## config.mk

```make
export PLATFORM = sky130hd
export DESIGN_NAME = bubble_sort_engine_core_flat
export DESIGN_NICKNAME = d
export VERILOG_FILES = /design/src/hdl/bse_pkg.sv /design/src/hdl/bse_if.sv /design/src/hdl/bse_store.sv /design/src/hdl/bubble_sort_engine_core.sv /design/src/flat_wrapper.sv
export SDC_FILE = /design/constraint.sdc
export NUM_CORES = 2
export LEC_CHECK = 0
export BUFFER_PORTS_ARGS = -buffer_cell sky130_fd_sc_hd__buf_2
export CORE_MARGIN = 4
export CORE_UTILIZATION = 60
export CTS_CLUSTER_DIAMETER = 50
export DETAILED_ROUTE_END_ITERATION = 10
export GPL_ROUTABILITY_DRIVEN = 0
export PLACE_DENSITY = 0.76
export REMOVE_ABC_BUFFERS = 1
export SYNTH_ARGS = -nofsm -noshare
export SYNTH_HDL_FRONTEND = slang
export SYNTH_HIERARCHICAL = 1
export SYNTH_SLANG_ARGS = --single-unit
```

## constraint.sdc

```tcl
create_clock -name i_clk -period 6.95 [get_ports i_clk]
set_clock_uncertainty 0.05 [all_clocks]
set_input_delay 1.0425 -clock i_clk [delete_from_list [all_inputs] [get_ports i_clk]]
set_output_delay 1.0425 -clock i_clk [all_outputs]
set_load 0.01 [all_outputs]
```

## src/hdl/bse_pkg.sv

```systemverilog
// Package for the bubble sort engine: sizes, controller states and the
// memory request struct. No dependencies.
package bse_pkg;

    localparam int MAX_ITEMS = 64;
    localparam int DATA_W    = 32;
    localparam int IDX_W     = $clog2(MAX_ITEMS);
    localparam int CNT_W     = $clog2(MAX_ITEMS + 1);

    // Controller states, one-hot.
    typedef enum logic [6:0] {
        ST_LOAD    = 7'b0000001,
        ST_RD0     = 7'b0000010,
        ST_FIRST   = 7'b0000100,
        ST_RUN     = 7'b0001000,
        ST_TAIL    = 7'b0010000,
        ST_EMIT_RD = 7'b0100000,
        ST_EMIT_LD = 7'b1000000
    } t_state;

    typedef struct packed {
        logic                     we;
        logic [IDX_W-1:0]         waddr;
        logic signed [DATA_W-1:0] wdata;
        logic                     re;
        logic [IDX_W-1:0]         raddr;
    } t_mem_req;

endpackage

```

## src/hdl/bse_if.sv

```systemverilog
// Valid/ready channel interfaces for the bubble sort engine.
// Depends on bse_pkg for the data width.
interface bse_in_if
    import bse_pkg::*;
();
    logic                     valid;
    logic                     ready;
    logic signed [DATA_W-1:0] value;
    logic                     last_in;

    modport source (output valid, output value, output last_in, input ready);
    modport sink   (input valid, input value, input last_in, output ready);
endinterface

interface bse_out_if
    import bse_pkg::*;
();
    logic                     valid;
    logic                     ready;
    logic signed [DATA_W-1:0] sorted_value;
    logic                     last_out;
    logic                     overflow;

    modport source (output valid, output sorted_value, output last_out, output overflow,
                    input ready);
    modport sink   (input valid, input sorted_value, input last_out, input overflow,
                    output ready);
endinterface

```

## src/hdl/bse_store.sv

```systemverilog
// Element store: one write port, one read port, registered read data.
// Depends on bse_pkg.
module bse_store
    import bse_pkg::*;
(
    input  logic                     i_clk,
    input  t_mem_req                 i_req,
    output logic signed [DATA_W-1:0] o_rdata
);

    logic signed [DATA_W-1:0] r_mem [MAX_ITEMS];
    logic signed [DATA_W-1:0] r_rdata;

    always_ff @(posedge i_clk) begin
        if (i_req.we) begin
            r_mem[i_req.waddr] <= i_req.wdata;
        end
    end

    // read data holds while no read is issued
    always_ff @(posedge i_clk) begin
        if (i_req.re) begin
            r_rdata <= r_mem[i_req.raddr];
        end
    end

    assign o_rdata = r_rdata;

endmodule

```

## src/hdl/bubble_sort_engine_core.sv

```systemverilog
// Bubble sort engine top level: load, bubble passes and emission over one
// element store. Depends on bse_pkg, bse_if.sv and bse_store.
//
//  channel  dir  modport  payload
//  i_in     in   sink     value[31:0] signed, last_in
//  o_out    out  source   sorted_value[31:0] signed, last_out, overflow
//
// Loading accepts one transaction per cycle. On a last_in transaction the set
// of n elements is sorted in passes (read of entry 0, a prime step, one
// compare/write per further entry, a tail write); up to n passes run, the last
// finding no swap. Each result takes a store read (ST_EMIT_RD) and a register
// load (ST_EMIT_LD). Reset (i_rst_n low, synchronous) empties the set; store
// contents are left alone. A stalled o_out holds its register; i_in is taken
// again once the final result sits in that register.
module bubble_sort_engine_core
    import bse_pkg::*;
(
    input  logic       i_clk,
    input  logic       i_rst_n,
    bse_in_if.sink     i_in,
    bse_out_if.source  o_out
);

    t_state                   r_state, n_state;
    logic [CNT_W-1:0]         r_count, n_count;
    logic                     r_drop, n_drop;
    logic [IDX_W-1:0]         r_idx, n_idx;      // pass position / emit pointer
    logic signed [DATA_W-1:0] r_hold, n_hold;    // element being bubbled
    logic                     r_swapped, n_swapped;

    logic                     r_ov, n_ov;
    logic signed [DATA_W-1:0] r_odata, n_odata;
    logic                     r_olast, n_olast;
    logic                     r_oflow, n_oflow;

    t_mem_req                 mem_req;
    logic signed [DATA_W-1:0] mem_rdata;
    logic [IDX_W-1:0]         last_idx;
    logic                     in_acc;
    logic                     out_load;

    bse_store u_store (
        .i_clk   (i_clk),
        .i_req   (mem_req),
        .o_rdata (mem_rdata)
    );

    assign last_idx = IDX_W'(r_count - CNT_W'(1));
    assign in_acc   = i_in.valid && i_in.ready;
    assign out_load = (r_state == ST_EMIT_LD) && (!r_ov || o_out.ready);

    assign i_in.ready         = (r_state == ST_LOAD);
    assign o_out.valid        = r_ov;
    assign o_out.sorted_value = r_odata;
    assign o_out.last_out     = r_olast;
    assign o_out.overflow     = r_oflow;

    always_comb begin
        n_state   = r_state;
        n_count   = r_count;
        n_drop    = r_drop;
        n_idx     = r_idx;
        n_hold    = r_hold;
        n_swapped = r_swapped;
        n_ov      = r_ov && !o_out.ready;
        n_odata   = r_odata;
        n_olast   = r_olast;
        n_oflow   = r_oflow;
        mem_req   = '0;

        unique case (r_state)
            ST_LOAD: begin
                if (in_acc) begin
                    if (r_count < CNT_W'(MAX_ITEMS)) begin
                        mem_req.we    = 1'b1;
                        mem_req.waddr = r_count[IDX_W-1:0];
                        mem_req.wdata = i_in.value;
                        n_count       = r_count + CNT_W'(1);
                    end else begin
                        n_drop = 1'b1;
                    end
                    if (i_in.last_in) begin
                        n_state = ST_RD0;
                    end
                end
            end
            ST_RD0: begin
                // start a pass: fetch entry 0
                mem_req.re    = 1'b1;
                mem_req.raddr = '0;
                n_idx         = IDX_W'(1);
                n_swapped     = 1'b0;
                n_state       = ST_FIRST;
            end
            ST_FIRST: begin
                n_hold = mem_rdata;
                if (r_count == CNT_W'(1)) begin
                    n_state = ST_TAIL;
                end else begin
                    mem_req.re    = 1'b1;
                    mem_req.raddr = r_idx;
                    n_state       = ST_RUN;
                end
            end
            ST_RUN: begin
                // rdata is entry r_idx; settle entry r_idx-1.
                // Writes trail reads by two entries, so no overlap.
                mem_req.we    = 1'b1;
                mem_req.waddr = r_idx - IDX_W'(1);
                if (r_hold > mem_rdata) begin
                    mem_req.wdata = mem_rdata;
                    n_swapped     = 1'b1;
                end else begin
                    mem_req.wdata = r_hold;
                    n_hold        = mem_rdata;
                end
                if (r_idx == last_idx) begin
                    n_state = ST_TAIL;
                end else begin
                    mem_req.re    = 1'b1;
                    mem_req.raddr = r_idx + IDX_W'(1);
                    n_idx         = r_idx + IDX_W'(1);
                end
            end
            ST_TAIL: begin
                mem_req.we    = 1'b1;
                mem_req.waddr = last_idx;
                mem_req.wdata = r_hold;
                if (r_swapped) begin
                    n_state = ST_RD0;
                end else begin
                    n_idx   = '0;
                    n_state = ST_EMIT_RD;
                end
            end
            ST_EMIT_RD: begin
                mem_req.re    = 1'b1;
                mem_req.raddr = r_idx;
                n_state       = ST_EMIT_LD;
            end
            ST_EMIT_LD: begin
                if (out_load) begin
                    n_ov    = 1'b1;
                    n_odata = mem_rdata;
                    n_olast = (r_idx == last_idx);
                    n_oflow = r_drop;
                    if (r_idx == last_idx) begin
                        n_count = '0;
                        n_drop  = 1'b0;
                        n_state = ST_LOAD;
                    end else begin
                        n_idx   = r_idx + IDX_W'(1);
                        n_state = ST_EMIT_RD;
                    end
                end
            end
            default: begin
                n_state = ST_LOAD;
            end
        endcase
    end

    always_ff @(posedge i_clk) begin
        if (!i_rst_n) begin
            r_state   <= ST_LOAD;
            r_count   <= '0;
            r_drop    <= 1'b0;
            r_swapped <= 1'b0;
            r_ov      <= 1'b0;
        end else begin
            r_state   <= n_state;
            r_count   <= n_count;
            r_drop    <= n_drop;
            r_swapped <= n_swapped;
            r_ov      <= n_ov;
        end
    end

    always_ff @(posedge i_clk) begin
        r_idx   <= n_idx;
        r_hold  <= n_hold;
        r_odata <= n_odata;
        r_olast <= n_olast;
        r_oflow <= n_oflow;
    end

    // no store writes while results are being read out
    a_no_write_in_emit: assert property (@(posedge i_clk) disable iff (!i_rst_n)
        (r_state == ST_EMIT_RD || r_state == ST_EMIT_LD) |-> !mem_req.we)
        else $error("store written during emission");

    // pass position never reaches past the stored elements
    a_idx_in_range: assert property (@(posedge i_clk) disable iff (!i_rst_n)
        (r_state == ST_RUN || r_state == ST_EMIT_LD) |->
            (CNT_W'(r_idx) < r_count))
        else $error("index beyond element count");

    // final result loaded: set emptied and loading resumes
    a_final_clears: assert property (@(posedge i_clk) disable iff (!i_rst_n)
        (out_load && r_idx == last_idx) |=>
            (r_state == ST_LOAD && r_count == '0 && !r_drop && o_out.last_out))
        else $error("set not closed after final result");

    // a sorting set never starts empty
    a_nonempty_sort: assert property (@(posedge i_clk) disable iff (!i_rst_n)
        (r_state == ST_RD0) |-> (r_count != '0 && r_count <= CNT_W'(MAX_ITEMS)))
        else $error("sort started with bad element count");

endmodule
```

## src/flat_wrapper.sv

```systemverilog
// flat-port wrapper written by rule: the top's interface ports become plain ports
module bubble_sort_engine_core_flat import bse_pkg::*;
  (i_clk, i_rst_n, i_in_valid, i_in_value, i_in_last_in, i_in_ready, o_out_valid, o_out_sorted_value, o_out_last_out, o_out_overflow, o_out_ready);
  bse_in_if i_in_i ();
  bse_out_if o_out_i ();
  input  logic i_clk;
  input  logic i_rst_n;
  input wire logic [$bits(i_in_i.valid)-1:0] i_in_valid;
  input wire logic [$bits(i_in_i.value)-1:0] i_in_value;
  input wire logic [$bits(i_in_i.last_in)-1:0] i_in_last_in;
  output wire logic [$bits(i_in_i.ready)-1:0] i_in_ready;
  output wire logic [$bits(o_out_i.valid)-1:0] o_out_valid;
  output wire logic [$bits(o_out_i.sorted_value)-1:0] o_out_sorted_value;
  output wire logic [$bits(o_out_i.last_out)-1:0] o_out_last_out;
  output wire logic [$bits(o_out_i.overflow)-1:0] o_out_overflow;
  input wire logic [$bits(o_out_i.ready)-1:0] o_out_ready;
  assign i_in_i.valid = i_in_valid;
  assign i_in_i.value = i_in_value;
  assign i_in_i.last_in = i_in_last_in;
  assign i_in_ready = i_in_i.ready;
  assign o_out_valid = o_out_i.valid;
  assign o_out_sorted_value = o_out_i.sorted_value;
  assign o_out_last_out = o_out_i.last_out;
  assign o_out_overflow = o_out_i.overflow;
  assign o_out_i.ready = o_out_ready;
  bubble_sort_engine_core u_core (.i_clk(i_clk), .i_rst_n(i_rst_n), .i_in(i_in_i), .o_out(o_out_i));
endmodule
```

# ---- Word-level counts from Yosys, hierarchy flattened
# Memories as Yosys holds them, arrays and structs flattened. A register that Yosys moved wholly into a read port is not among the register bits.
# Index checks and enable logic that the tools add are counted.
dict set report totals {
  ff_bits 89
  ramBits 2048
  out_inout_bits 36
  word_cells 90
  n_memories 1
}
dict set report op_classes {
  add_sub_neg 4
  n_lt_le_gt_ge 2
  n_eq_ne 19
  n_mux 37
  n_reduce_logical 17
}
# name depth word_bits rd rd_ports_with_merged_regs write_ports line_no
set mem_list {}
lappend mem_list {u_core.u_store.r_mem 64 32 1 1 1 bse_store.sv:11} ;# logic signed [DATA_W-1:0] r_mem [MAX_ITEMS];
# op count
set ops {}
lappend ops {{$pmux 39 s3} 1}
lappend ops {{$mux 39} 2}
lappend ops {{$mux 7} 10}
lappend ops {{$mux 32} 2}
lappend ops {{$pmux 32 s2} 1}
lappend ops {{$pmux 7 s7} 1}
lappend ops {{$gt 32x32->1} 1}
lappend ops {{$mux 6} 5}
lappend ops {{$pmux 7 s4} 1}
lappend ops {{$pmux 6 s4} 1}
lappend ops {{$eq 7x1->1 const B} 2}
lappend ops {{$ne 2x2->1 const B} 7}
lappend ops {{$pmux 7 s2} 1}
lappend ops {{$sub 6x1->6 const B} 2}
lappend ops {{$reduce_and 5->1} 2}
lappend ops {{$mux 1} 9}
lappend ops {{$add 7x1->7 const B} 1}
lappend ops {{$eq 7x2->1 const B} 1}
lappend ops {{$eq 7x3->1 const B} 1}
lappend ops {{$eq 7x4->1 const B} 1}
lappend ops {{$eq 7x5->1 const B} 1}
lappend ops {{$eq 7x6->1 const B} 1}
lappend ops {{$eq 7x7->1 const B} 1}
lappend ops {{$lt 7x7->1 const B} 1}
lappend ops {{other kinds (13)} 23}

# ---- Logic depth before layout (Yosys ltp)
dict set report logic_depth {
  word_depth 6
  ltp_mapped 21
  ltp_nobuf 14
}

# ---- Cells and area by module
# The synthesis kept the hierarchy.
# module instances cells_each area_each_um2 seq_area_each_um2
set modules_own_cells {}
lappend modules_own_cells {bse_store 1 3324 78835.6 62459.9}
lappend modules_own_cells {bubble_sort_engine_core 1 482 5009.8 2502.4}

# ---- Least setup slack after synthesis
# No wires, ideal clock.
dict set report synth_timing {
  path_kind {input to register}
  from {input port i_in_valid}
  to {memory u_core.u_store.r_mem[49][0] (enable)}
  t_arrival_ns 4.599
  required_ns 6.439
  setup_slack_ns 1.841
  path_stages 8
  path_buffers 3
  cell_sequence {nor3b_1 -> buf_2 -> buf_2 -> nand2_1 -> o221ai_1 -> clkbuf_1 -> nand4_1 -> nor3_1}
}
# element line_no
set synth_lines {}
lappend synth_lines {{start: declaration} flat_wrapper.sv:8} ;# input wire logic [$bits(i_in_i.valid)-1:0] i_in_valid;
lappend synth_lines {{end: declaration} bse_store.sv:11}

==> flow_summary.ini <==
[status]
status = completed

[floorplan]
core-area_um2 = 138000
die_area_um2 = 146000
die_width_um = 382
boundaryPins = 73
start_util_pct = 60.7
die_h_um = 382
rows = 136

[drt]
ant_nets = 0
firstDrtPassIters = 7
drt_iter0_drc = 7726
drc = 0
wl_per_cell_um = 37.0
vias = 43500
via_per_inst = 7.14
drt-total-wl_mm = 225

[placed_design]
numPortBuffers = 72
place.detailed.hpwl_mm = 124
pre_cts_ws_ns = 0.848
dp_cells = 5701

[synthesis]
yosys-top-cells-count = 2,152 x edfxtp_1, 544 x mux4_2, 159 x nor2_1
async_flop_share_pct = 0
ys_types = 64
synth_top_cell_by_area = edfxtp_1
synth_seq_area_share_pct = 77.5
synth_edf_count = 2152
netlist_area_um2 = 83800
syn_inst = 3806
synthTopCellsByArea = edfxtp_1 77%, mux4_2 15%, mux2i_1 1.1%, nor2_1 0.71%, o221ai_1 0.67%
synth.most_common_cell = edfxtp_1
synthFlopType = edfxtp_1
ys_ff_latch = 2169
synth-warning-count = 6
avgSynthCellArea_um2 = 22.0
yosys.area.top_type_share_pct = 77.1

[global_route]
busiest_layer = met2
use_met3_pct = 6.92
use_met1_pct = 42.6
grt_max_degree = 105
antenna_found_initial = 11
grt_overflow = 0
grt_pass1_vias = 43200
grt_use_total_pct = 31.3
gr-usage-met2_pct = 49.6
grt_pass1_wl_mm = 321

[setup_path]
worstSetupPathType = reg2reg
slowest_stage = o22ai_1
crit_chain = inv_1, ha_1, nor3b_1, xnor2_1, xor2_1, and3_1, nor2_4, inv_1, o21ai_4, buf_12, buf_12, mux4_2, mux4_2, o22ai_1, nor2_1
critPathMaxFanout = 44
critPathLaunch = u_core/r_count[0]
path_delay_family = compound AO/OA/AOI/OAI gates
timing.reg2reg.setup_slack_ns = 0.73
cp-endpoint = u_core/u_store/o_rdata[10]
r2r_start = u_core/r_count[0]
start_kind = register
arrival_ns = 6.70
crit_buf_inv = 4
rr_endpoint = u_core/u_store/o_rdata[10]
endpoint_kind = register
reg2reg_depth = 15
crit_required_ns = 7.43
cpPeakStageDelay_ns = 0.97
cp.depth = 15

[final_layout]
syn2layout_area_growth_pct = 13.3
layout-drive-gt1-share_pct = 28.5
nNetsFinal = 4119
fillerInstances = 8042
final_core_util_pct = 68.8
fin_cells = 6087

[timing]
setup_viol = 0
finalCritPeriodShare_pct = 89.5
slew_headroom_pct = 10.4
rsz0062_at_grt = false
fin_crit_ns = 6.22
setup_ws_ns = 0.729
hold_viol = 0
slew_viol_final = 0
fmaxAchievable_mhz = 161
tightest_slew_ns = 1.34

[pwr]
p_per_area_nw_per_um2 = 288
worst_ir_drop_vdd_uv = 225
p_leak_uw = 0.0294

[run]
cap_violations = 0

[cts]
cts.htree.levels = 4
cts_tree = done
post_cts_buffers = 0
clock_path_buffers = 3
cts_sinks = 2169
clkLatencyLatePin_ns = 0.84
cts_resized = 0
cts.clk_slew.worst_paths_ns = 0.06
cts_made_buffers = 205
ctsHoldBuffers = 0
cts_root_buf = clkbuf_16

[min_path]
worstHoldPathType = reg2reg
==> cell usage in the layout, fill, tap and decap left out, types with 17 or more instances in the layout <==
master        n
clkbuf_1     31
a21oi_1      76
buf_12       20
mux2i_1      93
clkinv_1     47
nor2b_1      21
buf_2        72
nor2_1       97
nand2_1      89
ha_1         37
clkbuf_16   211
mux4_2      544
o221ai_1     32
dfxtp_1      17
o221ai_4     32
nor2_4       63
buf_4       143
o22ai_1      84
inv_1        72
bufinv_16    25
clkinv_2     38
edfxtp_1   2152
==> kinds of logic after synthesis <==
family / synth area share [%]
AO/OA/AOI/OAI: 2.37
flip-flops: 77.5
XOR/XNOR: 0.246
multiplexers: 15.7
AND/OR/NAND/NOR: 2.08
adder cells (fa/ha/maj): 0.552
buffers and inverters: 1.55
==> layout make-up <==
type	count	area (um2)	share of cell area, %
clock inverters	137	1450	1.52
flip-flops and latches	2169	65000	68.4
well taps	1863	2330	2.45
multi-input cells	1362	18700	19.7
clock buffers	244	5420	5.71
repair buffers	235	1830	1.93
diodes	5	12.5	0.0132
inverters	72	270	0.284
==> routing by layer <==
layer,up-vias,wire (um)
met2,3650,110000
met5,-,10
met3,581,27900
met1,22700,75700
li1,16500,-
met4,2,11500
==> power by group <==
group | leakage, uW | total (uW) | internal, uW | switching [uW]
registers | 0.0199 | 14800 | 14800 | 52.2
logic | 0.00613 | 1170 | 253 | 920
clock network | 0.00337 | 11400 | 6520 | 4880
total | 0.0294 | 27400 | 21500 | 5850
==> worst min-delay path by stage <==
stage                                  endpoint  depth (start not counted)  slack [ns]           from
after global placement    u_core/o_out.overflow                          0        0.37  u_core/r_drop
after detailed placement  u_core/o_out.overflow                          0        0.38  u_core/r_drop
after CTS                 u_core/o_out.overflow                          0        0.39  u_core/r_drop
final                     u_core/o_out.overflow                          0        0.39  u_core/r_drop
after global routing      u_core/o_out.overflow                          0        0.43  u_core/r_drop
after floorplan           u_core/o_out.overflow                          0        0.36  u_core/r_drop
==> metrics by stage <==
stage	hold slack [ns]	power [uW]	cell area, um2	TNS (ns)
CTS	0.394	27500	95000	0
finish	0.394	27400	95000	0
global route	0.428	28100	95000	0
floorplan	0.359	15800	82800	-2044.96
detailed placement	0.379	16200	88100	0
global placement	0.370	16200	88100	0
==> flip-flops by register name, indices dropped and copies added, names as in the netlist <==
name,cells
u_core/r_idx,6
u_core/o_out.last_out,1
u_core/r_count,7
u_core/o_out.sorted_value,32
u_core/r_state,7
u_core/r_drop,1
u_core/r_swapped,1
u_core/u_store/r_mem,2048
u_core/o_out.overflow,1
u_core/o_out.valid,1
u_core/r_hold,32
u_core/u_store/o_rdata,32
No activity file was read; power rests on OpenSTA's default activity.
